File: config.mk
export PLATFORM = sky130hd
export DESIGN_NAME = ps2_mouse_packet_cursor_tracker_flat
export DESIGN_NICKNAME = d
export VERILOG_FILES = /design/src/ps2mt_pkg.sv /design/src/ps2mt_intf.sv /design/src/ps2mt_cfg_regs.sv /design/src/ps2mt_framer.sv /design/src/ps2mt_cursor.sv /design/src/ps2_mouse_packet_cursor_tracker.sv /design/src/flat_wrapper.sv
export SDC_FILE = /design/constraint.sdc
export NUM_CORES = 1
export LEC_CHECK = 0
export BUFFER_PORTS_ARGS = -buffer_cell sky130_fd_sc_hd__buf_2
export CAP_MARGIN = 20
export CORE_MARGIN = 5
export CORE_UTILIZATION = 25
export CTS_CLUSTER_DIAMETER = 100
export DETAILED_ROUTE_END_ITERATION = 6
export SLEW_MARGIN = 10
export SYNTH_ARGS = -nofsm -noshare
export SYNTH_HDL_FRONTEND = slang
export SYNTH_SLANG_ARGS = --single-unit
export TNS_END_PERCENT = 5
File: constraint.sdc
create_clock -name clk -period 8.9 [get_ports clk]
set_input_delay 0.445 -clock clk [delete_from_list [all_inputs] [get_ports clk]]
set_output_delay 0.445 -clock clk [all_outputs]
set_load 0.02 [all_outputs]
File: src/ps2mt_pkg.sv
// Package for the PS/2 mouse packet cursor tracker: widths, header bit
// positions, framing phases, button event codes and register indexes.
// No dependencies.
`default_nettype none

package ps2mt_pkg;

  localparam int COORD_BITS_DEF = 13;   // default cursor register width
  localparam int SCREEN_BITS    = 13;   // width of the screen limit registers
  localparam int CFG_IDX_BITS   = 8;    // width of the register index
  localparam int EVT_BITS       = 2;

  localparam logic [SCREEN_BITS-1:0] SCREEN_WIDTH_RST  = 13'd1023;
  localparam logic [SCREEN_BITS-1:0] SCREEN_HEIGHT_RST = 13'd767;

  localparam logic [CFG_IDX_BITS-1:0] CFG_SCREEN_WIDTH  = 8'd0;
  localparam logic [CFG_IDX_BITS-1:0] CFG_SCREEN_HEIGHT = 8'd1;

  // header byte bit positions
  localparam int HDR_Y_OVF = 7;
  localparam int HDR_X_OVF = 6;
  localparam int HDR_Y_SGN = 5;
  localparam int HDR_X_SGN = 4;
  localparam int HDR_SYNC  = 3;
  localparam int HDR_BTN3  = 2;
  localparam int HDR_BTN2  = 1;
  localparam int HDR_BTN1  = 0;

  typedef enum logic [1:0] {
    PH_HEADER = 2'd0,
    PH_X      = 2'd1,
    PH_Y      = 2'd2
  } phase_t;

  typedef enum logic [EVT_BITS-1:0] {
    BTN_NONE    = 2'd0,
    BTN_PRESS   = 2'd1,
    BTN_RELEASE = 2'd2
  } btn_evt_t;

  // one framed packet, overflow already screened out
  typedef struct packed {
    logic [7:0] header;
    logic [7:0] x_byte;
    logic [7:0] y_byte;
  } packet_t;

  function automatic btn_evt_t button_event(input logic now, input logic prior);
    btn_evt_t evt;
    if (now) begin
      evt = BTN_PRESS;
    end else if (prior) begin
      evt = BTN_RELEASE;
    end else begin
      evt = BTN_NONE;
    end
    return evt;
  endfunction

endpackage

`default_nettype wire

File: src/ps2mt_intf.sv
// Channel interfaces of the cursor tracker: byte input, result output and
// register write port. No dependencies.
`default_nettype none

interface ps2mt_in_if;
  logic       valid;
  logic       ready;
  logic [7:0] data_byte;

  modport source (output valid, output data_byte, input ready);
  modport sink   (input valid, input data_byte, output ready);
endinterface

interface ps2mt_out_if;
  logic        valid;
  logic        ready;
  logic [12:0] cursor_x;
  logic [12:0] cursor_y;
  logic        cursor_visible;
  logic        hide_typing_cursor;
  logic [1:0]  button1_event;
  logic [1:0]  button2_event;
  logic [1:0]  button3_event;

  modport source (output valid, output cursor_x, output cursor_y, output cursor_visible,
                  output hide_typing_cursor, output button1_event,
                  output button2_event, output button3_event, input ready);
  modport sink   (input valid, input cursor_x, input cursor_y, input cursor_visible,
                  input hide_typing_cursor, input button1_event,
                  input button2_event, input button3_event, output ready);
endinterface

interface ps2mt_cfg_if;
  logic        valid;
  logic        ready;
  logic [7:0]  index;
  logic [12:0] data;

  modport source (output valid, output index, output data, input ready);
  modport sink   (input valid, input index, input data, output ready);
endinterface

`default_nettype wire

File: src/ps2mt_cfg_regs.sv
// Screen limit registers written through the configuration channel.
// Depends on ps2mt_pkg and ps2mt_cfg_if.
`default_nettype none

module ps2mt_cfg_regs (
  input  wire logic                          clk,
  input  wire logic                          rst_n,
  ps2mt_cfg_if.sink                          cfg_ch,
  output logic [ps2mt_pkg::SCREEN_BITS-1:0]  screen_width,
  output logic [ps2mt_pkg::SCREEN_BITS-1:0]  screen_height
);
  import ps2mt_pkg::*;

  logic [SCREEN_BITS-1:0] width_r, width_nxt;
  logic [SCREEN_BITS-1:0] height_r, height_nxt;
  logic                   wr_fire;

  assign cfg_ch.ready = 1'b1;
  assign wr_fire      = cfg_ch.valid && cfg_ch.ready;

  always_comb begin
    width_nxt  = width_r;
    height_nxt = height_r;
    // writes to unknown indexes are dropped
    if (wr_fire && cfg_ch.index == CFG_SCREEN_WIDTH) begin
      width_nxt = cfg_ch.data;
    end
    if (wr_fire && cfg_ch.index == CFG_SCREEN_HEIGHT) begin
      height_nxt = cfg_ch.data;
    end
  end

  always_ff @(posedge clk) begin
    if (!rst_n) begin
      width_r  <= SCREEN_WIDTH_RST;
      height_r <= SCREEN_HEIGHT_RST;
    end else begin
      width_r  <= width_nxt;
      height_r <= height_nxt;
    end
  end

  assign screen_width  = width_r;
  assign screen_height = height_r;

endmodule

`default_nettype wire

File: src/ps2mt_framer.sv
// Frames incoming mouse bytes into 3-byte packets and holds one packet in
// a register for the cursor stage. Depends on ps2mt_pkg and ps2mt_in_if.
`default_nettype none

module ps2mt_framer (
  input  wire logic            clk,
  input  wire logic            rst_n,
  ps2mt_in_if.sink             in_ch,
  input  wire logic            pkt_take,
  output logic                 pkt_valid,
  output ps2mt_pkg::packet_t   pkt
);
  import ps2mt_pkg::*;

  phase_t     phase_r, phase_nxt;
  logic [7:0] header_r, header_nxt;
  logic [7:0] x_byte_r, x_byte_nxt;
  logic       pkt_valid_r, pkt_valid_nxt;
  packet_t    pkt_r, pkt_nxt;
  logic       in_fire;
  logic       pkt_load;

  // the held packet leaves in the same cycle a new byte comes in
  assign in_ch.ready = !pkt_valid_r || pkt_take;
  assign in_fire     = in_ch.valid && in_ch.ready;

  always_comb begin
    phase_nxt  = phase_r;
    header_nxt = header_r;
    x_byte_nxt = x_byte_r;
    pkt_load   = 1'b0;
    pkt_nxt    = pkt_r;
    if (in_fire) begin
      unique case (phase_r)
        PH_X: begin
          x_byte_nxt = in_ch.data_byte;
          phase_nxt  = PH_Y;
        end
        PH_Y: begin
          phase_nxt = PH_HEADER;
          // drop packets with either overflow bit
          if (!header_r[HDR_Y_OVF] && !header_r[HDR_X_OVF]) begin
            pkt_load = 1'b1;
            pkt_nxt  = '{header: header_r, x_byte: x_byte_r, y_byte: in_ch.data_byte};
          end
        end
        default: begin
          header_nxt = in_ch.data_byte;
          phase_nxt  = in_ch.data_byte[HDR_SYNC] ? PH_X : PH_HEADER;
        end
      endcase
    end
  end

  always_comb begin
    pkt_valid_nxt = pkt_valid_r;
    if (pkt_load) begin
      pkt_valid_nxt = 1'b1;
    end else if (pkt_take) begin
      pkt_valid_nxt = 1'b0;
    end
  end

  always_ff @(posedge clk) begin
    if (!rst_n) begin
      phase_r     <= PH_HEADER;
      header_r    <= '0;
      x_byte_r    <= '0;
      pkt_valid_r <= 1'b0;
    end else begin
      phase_r     <= phase_nxt;
      header_r    <= header_nxt;
      x_byte_r    <= x_byte_nxt;
      pkt_valid_r <= pkt_valid_nxt;
    end
  end

  always_ff @(posedge clk) begin
    pkt_r <= pkt_nxt;
  end

  assign pkt_valid = pkt_valid_r;
  assign pkt       = pkt_r;

endmodule

`default_nettype wire

File: src/ps2mt_cursor.sv
// Applies a framed packet to the cursor position, tracks buttons and the
// visible flag, and holds the result beat. Depends on ps2mt_pkg, ps2mt_out_if.
`default_nettype none

module ps2mt_cursor #(
  parameter int CoordBits = ps2mt_pkg::COORD_BITS_DEF
) (
  input  wire logic                              clk,
  input  wire logic                              rst_n,
  input  wire logic                              pkt_valid,
  input  wire ps2mt_pkg::packet_t                pkt,
  output logic                                   pkt_take,
  input  wire logic [ps2mt_pkg::SCREEN_BITS-1:0] screen_width,
  input  wire logic [ps2mt_pkg::SCREEN_BITS-1:0] screen_height,
  ps2mt_out_if.source                            out_ch
);
  import ps2mt_pkg::*;

  // signed work width: room for the larger of coordinate and limit, plus
  // sign and the carry of a 9-bit delta
  localparam int WideBits = ((CoordBits > SCREEN_BITS) ? CoordBits : SCREEN_BITS) + 2;
  localparam logic [WideBits-1:0] CoordMax = WideBits'((1 << CoordBits) - 1);

  logic [CoordBits-1:0] pos_x_r, pos_x_nxt;
  logic [CoordBits-1:0] pos_y_r, pos_y_nxt;
  logic [7:0]           prev_hdr_r, prev_hdr_nxt;
  logic                 visible_r, visible_nxt;
  logic                 out_valid_r, out_valid_nxt;

  logic [12:0] res_x_r, res_y_r;
  logic        res_vis_r, res_hide_r;
  btn_evt_t    res_b1_r, res_b2_r, res_b3_r;

  logic signed [WideBits-1:0] dx, dy, sum_x, sum_y;
  logic [WideBits-1:0]        lim_x, lim_y, wid_ext, hgt_ext;
  logic                       typing_hide;
  logic                       slot_free;

  assign slot_free = !out_valid_r || out_ch.ready;
  assign pkt_take  = pkt_valid && slot_free;

  always_comb begin
    dx    = WideBits'(signed'({pkt.header[HDR_X_SGN], pkt.x_byte}));
    dy    = WideBits'(signed'({pkt.header[HDR_Y_SGN], pkt.y_byte}));
    sum_x = signed'(WideBits'(pos_x_r)) + dx;
    sum_y = signed'(WideBits'(pos_y_r)) - dy;

    // limit is the register, further held to the largest coordinate
    wid_ext = WideBits'(screen_width);
    hgt_ext = WideBits'(screen_height);
    lim_x   = (wid_ext > CoordMax) ? CoordMax : wid_ext;
    lim_y   = (hgt_ext > CoordMax) ? CoordMax : hgt_ext;

    pos_x_nxt = pos_x_r;
    pos_y_nxt = pos_y_r;
    if (sum_x < 0) begin
      pos_x_nxt = '0;
    end else if (unsigned'(sum_x) > lim_x) begin
      pos_x_nxt = CoordBits'(lim_x);
    end else begin
      pos_x_nxt = CoordBits'(sum_x);
    end
    if (sum_y < 0) begin
      pos_y_nxt = '0;
    end else if (unsigned'(sum_y) > lim_y) begin
      pos_y_nxt = CoordBits'(lim_y);
    end else begin
      pos_y_nxt = CoordBits'(sum_y);
    end

    typing_hide  = !prev_hdr_r[HDR_BTN1];
    visible_nxt  = visible_r | typing_hide;
    prev_hdr_nxt = pkt.header;
  end

  always_comb begin
    out_valid_nxt = out_valid_r;
    if (pkt_take) begin
      out_valid_nxt = 1'b1;
    end else if (out_ch.ready) begin
      out_valid_nxt = 1'b0;
    end
  end

  always_ff @(posedge clk) begin
    if (!rst_n) begin
      pos_x_r     <= '0;
      pos_y_r     <= '0;
      prev_hdr_r  <= '0;
      visible_r   <= 1'b0;
      out_valid_r <= 1'b0;
    end else begin
      out_valid_r <= out_valid_nxt;
      if (pkt_take) begin
        pos_x_r    <= pos_x_nxt;
        pos_y_r    <= pos_y_nxt;
        prev_hdr_r <= prev_hdr_nxt;
        visible_r  <= visible_nxt;
      end
    end
  end

  // result beat; hold while the sink stalls
  always_ff @(posedge clk) begin
    if (pkt_take) begin
      res_x_r    <= 13'(pos_x_nxt);
      res_y_r    <= 13'(pos_y_nxt);
      res_vis_r  <= visible_nxt;
      res_hide_r <= typing_hide;
      res_b1_r   <= button_event(pkt.header[HDR_BTN1], prev_hdr_r[HDR_BTN1]);
      res_b2_r   <= button_event(pkt.header[HDR_BTN2], prev_hdr_r[HDR_BTN2]);
      res_b3_r   <= button_event(pkt.header[HDR_BTN3], prev_hdr_r[HDR_BTN3]);
    end
  end

  assign out_ch.valid              = out_valid_r;
  assign out_ch.cursor_x           = res_x_r;
  assign out_ch.cursor_y           = res_y_r;
  assign out_ch.cursor_visible     = res_vis_r;
  assign out_ch.hide_typing_cursor = res_hide_r;
  assign out_ch.button1_event      = res_b1_r;
  assign out_ch.button2_event      = res_b2_r;
  assign out_ch.button3_event      = res_b3_r;

endmodule

`default_nettype wire

File: src/ps2_mouse_packet_cursor_tracker.sv
// Top level of the PS/2 mouse packet cursor tracker.
// Depends on ps2mt_pkg, the ps2mt interfaces, ps2mt_cfg_regs,
// ps2mt_framer and ps2mt_cursor.
//
//   channel  direction  beat
//   in_ch    sink       one mouse byte (data_byte)
//   out_ch   source     cursor x/y, visible, hide flag, three button events
//   cfg_ch   sink       register index and write data (always ready)
//
// One byte is taken per cycle unless in_ch holds off. The third byte of a
// packet lands in the packet register; the cursor stage then loads the result
// register from it. A stalled result stops the packet register, and in_ch
// holds off only while both are full. Reset is synchronous and restores the
// screen limits.
`default_nettype none

module ps2_mouse_packet_cursor_tracker #(
  parameter int CoordBits = ps2mt_pkg::COORD_BITS_DEF
) (
  input  wire logic   clk,
  input  wire logic   rst_n,
  ps2mt_in_if.sink    in_ch,
  ps2mt_out_if.source out_ch,
  ps2mt_cfg_if.sink   cfg_ch
);
  import ps2mt_pkg::*;

  logic [SCREEN_BITS-1:0] screen_width;
  logic [SCREEN_BITS-1:0] screen_height;
  logic                   pkt_valid;
  logic                   pkt_take;
  packet_t                pkt;

  ps2mt_cfg_regs u_cfg (
    .clk           (clk),
    .rst_n         (rst_n),
    .cfg_ch        (cfg_ch),
    .screen_width  (screen_width),
    .screen_height (screen_height)
  );

  ps2mt_framer u_framer (
    .clk       (clk),
    .rst_n     (rst_n),
    .in_ch     (in_ch),
    .pkt_take  (pkt_take),
    .pkt_valid (pkt_valid),
    .pkt       (pkt)
  );

  ps2mt_cursor #(
    .CoordBits (CoordBits)
  ) u_cursor (
    .clk           (clk),
    .rst_n         (rst_n),
    .pkt_valid     (pkt_valid),
    .pkt           (pkt),
    .pkt_take      (pkt_take),
    .screen_width  (screen_width),
    .screen_height (screen_height),
    .out_ch        (out_ch)
  );

endmodule

`default_nettype wire

File: src/flat_wrapper.sv
// flat-port wrapper written by rule: the top's interface ports become plain ports
module ps2_mouse_packet_cursor_tracker_flat import ps2mt_pkg::*;
#(
  parameter int CoordBits = ps2mt_pkg::COORD_BITS_DEF
)
  (clk, rst_n, in_ch_valid, in_ch_data_byte, in_ch_ready, out_ch_valid, out_ch_cursor_x, out_ch_cursor_y, out_ch_cursor_visible, out_ch_hide_typing_cursor, out_ch_button1_event, out_ch_button2_event, out_ch_button3_event, out_ch_ready, cfg_ch_valid, cfg_ch_index, cfg_ch_data, cfg_ch_ready);
  ps2mt_in_if in_ch_i ();
  ps2mt_out_if out_ch_i ();
  ps2mt_cfg_if cfg_ch_i ();
  input  wire logic clk;
  input  wire logic rst_n;
  input wire logic [$bits(in_ch_i.valid)-1:0] in_ch_valid;
  input wire logic [$bits(in_ch_i.data_byte)-1:0] in_ch_data_byte;
  output wire logic [$bits(in_ch_i.ready)-1:0] in_ch_ready;
  output wire logic [$bits(out_ch_i.valid)-1:0] out_ch_valid;
  output wire logic [$bits(out_ch_i.cursor_x)-1:0] out_ch_cursor_x;
  output wire logic [$bits(out_ch_i.cursor_y)-1:0] out_ch_cursor_y;
  output wire logic [$bits(out_ch_i.cursor_visible)-1:0] out_ch_cursor_visible;
  output wire logic [$bits(out_ch_i.hide_typing_cursor)-1:0] out_ch_hide_typing_cursor;
  output wire logic [$bits(out_ch_i.button1_event)-1:0] out_ch_button1_event;
  output wire logic [$bits(out_ch_i.button2_event)-1:0] out_ch_button2_event;
  output wire logic [$bits(out_ch_i.button3_event)-1:0] out_ch_button3_event;
  input wire logic [$bits(out_ch_i.ready)-1:0] out_ch_ready;
  input wire logic [$bits(cfg_ch_i.valid)-1:0] cfg_ch_valid;
  input wire logic [$bits(cfg_ch_i.index)-1:0] cfg_ch_index;
  input wire logic [$bits(cfg_ch_i.data)-1:0] cfg_ch_data;
  output wire logic [$bits(cfg_ch_i.ready)-1:0] cfg_ch_ready;
  assign in_ch_i.valid = in_ch_valid;
  assign in_ch_i.data_byte = in_ch_data_byte;
  assign in_ch_ready = in_ch_i.ready;
  assign out_ch_valid = out_ch_i.valid;
  assign out_ch_cursor_x = out_ch_i.cursor_x;
  assign out_ch_cursor_y = out_ch_i.cursor_y;
  assign out_ch_cursor_visible = out_ch_i.cursor_visible;
  assign out_ch_hide_typing_cursor = out_ch_i.hide_typing_cursor;
  assign out_ch_button1_event = out_ch_i.button1_event;
  assign out_ch_button2_event = out_ch_i.button2_event;
  assign out_ch_button3_event = out_ch_i.button3_event;
  assign out_ch_i.ready = out_ch_ready;
  assign cfg_ch_i.valid = cfg_ch_valid;
  assign cfg_ch_i.index = cfg_ch_index;
  assign cfg_ch_i.data = cfg_ch_data;
  assign cfg_ch_ready = cfg_ch_i.ready;
  ps2_mouse_packet_cursor_tracker #(.CoordBits(CoordBits)) u_core (.clk(clk), .rst_n(rst_n), .in_ch(in_ch_i), .out_ch(out_ch_i), .cfg_ch(cfg_ch_i));
endmodule
==> impl_results.md <==
- Power density over the cells: 176.6 mW/mm^2
- Num ports: 71
- Met1 usage: roughly 16%
- Post-synth top area cell: edfxtp_1
- Detailed Place HPWL: 12.17 mm
- Fill count: about 2800
- Slew @ Worst Pin: roughly 0.98 ns
- N_diodes: 0
- WHS: approximately 0.23 ns
- Share of cells above drive strength 1: between 10% and 20%
- Setup crit end kind: flip-flop
- Die H: about 170 um
- Crit path required time: ~9.3 ns
- Busiest grt layer: met2
- Pre-Repair DR Iteration Count: 6
- DR WL/cell: about 15 um
- Vias per cell: about 4.6
- Synth area leaders: edfxtp_1 24%, dfxtp_1 22%, ha_1 10%, mux2i_1 4.6%, nand2_1 4.0%
- Antenna violations before repair: 1
- Global Route met3 Usage: 2.958%
- Yosys cell types: 61
- Leakage power: about 3.4 nW
- Synthesized area per cell: just over 10 um^2
- Ys Warns: 0
- Clk Latency, worst-skew pair: between 0.4 and 0.5 ns
- Min-delay worst type: primary input to flip-flop
- CTS Hold Bufs: 0
- Crit Path Max Fanout: 7
- Post-CTS sizing: 0
- Postcts setup bufs: 0
- Post-route ant nets: 0
- Fin crit share: between 50 and 60%
- Fmax: roughly 220 MHz
- Max-Cap Viols: 0
- Crit path DAT: about 5 ns
- Area Overhead vs Synth: 19.75%
- Total CTS buffers: 17
- Area of the multi-input gates: around 0.0033 mm^2
- Clock Pin Slew Worst Setup and Hold Paths: around 0.070 ns
- Synth Area in Compound Gates: between 10% and 20%
- Largest net degree at the start of global routing: 76
- Die Wd: roughly 170 um
- CTS Sinks: 130
- Synth Area in Adders: between 10% and 20%
- Mux share of post-synthesis cell area: between 4 and 5%
- Final min period: ~4.5 ns
- Largest family of logic cells by synthesized area: compound AO/OA/AOI/OAI gates
- Grt met2 use: 16.31%
- Synth Area in Simple Gates: between 10% and 20%
- Post-Route WL: approximately 17 mm
- Setup TNS: 0 ns
- Design Power: ~0.0014 W
- Post-synthesis xor/xnor area fraction: 2.726%
- First-pass GRT wire length: about 26 mm
- Gate Count Post-Synth: 665
- Layout Cells excl Fill: ~1100
- Post-synth top area share: 24.48%
- #FFs+latches synth: 130
- Peak VDD IR: ~0.12 mV
- Synth Flop Type: dfxtp_1
- Clock Skew: roughly 0.0095 ns
- Post-synth EDFFs: 55
- Sequential-to-total area share from yosys stat: a little under half
- # DRC: 0
- Deepest clock path buffer count: 2
- GRT overflow: 0
- Vias: between 4000 and 5000
- Slew headroom: a little over a third
- Status: complete, no violations
- Tot GR Track Use: 10.99%
- Final Hold Vio Count: 0
- Final setup viols: 0
- CTS tree: yes
- Post-layout nets: roughly 830
- RePlAce Congestion: 0.8998
- Crit Path Class: flip-flop to flip-flop
- Dpl cells: around 1100
- IO buf count: 69
- Core area: ~0.027 mm^2
- Fin. max-slew vios: 0
- FF/Latch Area: between 0.003 and 0.004 mm^2
- Initial Util: between 20% and 30%
- Vias in the first global route: 4816
- Num rows: 60
- Die area: slightly above 0.03 mm^2
- RSZ-0062 raised after global routing: no
- Startpoint Class: flip-flop
- Synthesized cell area: 0.006746 mm^2
- Syn nets: around 760
- Clk root buf: clkbuf_16
- Maximum level of the CTS H-tree: 4
- Synth async-reset ratio: 0%
- Drt first-iter violations: 344
through the flow:
stage	cell area [um^2]	utilization (%)	worst slack, ns
2_1_floorplan	6746	-	5.119
3_3_place_gp	7450	27.87	4.493
3_5_place_dp	7450	27.87	4.460
4_1_cts	8079	30.23	4.415
5_1_grt	8079	30.23	3.940
6_report	8079	30.23	4.352
cells in the mapped netlist (8+ instances only):
master    number
inv_1         50
clkbuf_1      18
a21oi_1       21
mux2i_1       31
xnor2_1       15
nor2b_1       18
a31o_1        11
a22o_1        12
a21o_1         8
a21boi_0      22
nand2_1       72
nand3_1       25
edfxtp_1      55
o21ai_0       15
ha_1          56
o211ai_1      10
and3_1        15
o21ai_1       17
nor2_1        35
dfxtp_1       75
final timing paths:
path	to	cells after the start	slack, ns	startpoint
max	u_core.u_cursor.pos_x_r[0]$_SDFFE_PN0P_	18	4.35	u_core.u_framer.pkt[8]$_DFFE_PP_
min	u_core.u_framer.pkt[6]$_DFFE_PP_	1	0.23	in_ch_data_byte[6]
max reg2reg	u_core.u_cursor.pos_x_r[0]$_SDFFE_PN0P_	18	4.35	u_core.u_framer.pkt[8]$_DFFE_PP_
min reg2reg	u_core.u_framer.pkt[9]$_DFFE_PP_	0	0.43	u_core.u_framer.x_byte_r[1]$_SDFFE_PN0P_
cells by family (layout without fill, tap and decap cells):
logic type               Yosys count  count (layout)
adder cells (fa/ha/maj)           58              58
AND/OR/NAND/NOR                  199             199
other                              1               1
multiplexers                      31              31
AO/OA/AOI/OAI                    150             150
buffers and inverters             75             157
XOR/XNOR                          21              21
flip-flops                       130             130
worst max-delay path, cell delays in order, from the launching register on:
cell and delay [ns]:
edfxtp_1 0.37, ha_1 0.22, inv_1 0.07, fa_1 0.19, nand2b_1 0.13, nand2b_1 0.08
a311o_1 0.40, a21o_1 0.20, a221oi_1 0.28, xnor2_1 0.13, ha_1 0.31, nand4_1 0.12
o21bai_1 0.19, a21oi_1 0.27, nor2_1 0.07, o31ai_1 0.79, buf_4 0.28, a22o_1 0.22
a31o_1 0.15
flip-flops by register name, summed over array words and instances (netlist names), 3 cells and up:
signal	count
u_core.u_cfg.screen_height	13
u_core.u_cfg.screen_width	13
u_core.u_cursor.out_ch.cursor_x	13
u_core.u_cursor.out_ch.cursor_y	13
u_core.u_cursor.pos_x_r	13
u_core.u_cursor.pos_y_r	13
u_core.u_cursor.prev_hdr_r	3
u_core.u_framer.header_r	7
u_core.u_framer.pkt	21
u_core.u_framer.x_byte_r	8
layout by cell type, fill, tap and decap left out, types with 15 or more instances in the layout:
cell type / Yosys / layout
o21ai_1: 17 / 17
inv_1: 50 / 50
dfxtp_1: 75 / 75
a21oi_1: 21 / 21
clkbuf_16: 0 / 17
ha_1: 56 / 56
xnor2_1: 15 / 15
o21ai_0: 15 / 15
buf_2: 1 / 69
nor2b_1: 18 / 18
edfxtp_1: 55 / 55
a21boi_0: 22 / 22
nor2_1: 35 / 35
nand3_1: 25 / 25
nand2_1: 72 / 72
and3_1: 15 / 15
mux2i_1: 31 / 31
area by class of cell:
| type | instances | area share, % |
|---|---|---|
| inverters | 51 | 2.370 |
| well taps | 341 | 5.281 |
| clock buffers | 18 | 5.436 |
| clock inverters | 14 | 2.354 |
| multi-input cells | 460 | 40.79 |
| repair buffers | 74 | 4.739 |
| flip-flops and latches | 130 | 39.03 |
power breakdown:
group	internal, W	switching, W	leakage (nW)
Clock	0.000458	0.000290	0.307
Sequential	0.000624	0.00000316	1.09
Combinational	0.0000190	0.0000318	1.99
layer usage:
metal	part of all wire, %	vias up	routed length, um
met5	0.078	-	13
met3	4.1	21	681
li1	-	2520	-
met2	43	110	7219
met1	51	2320	8488
met4	1.4	2	231
Power figures use the tool's default switching activity.
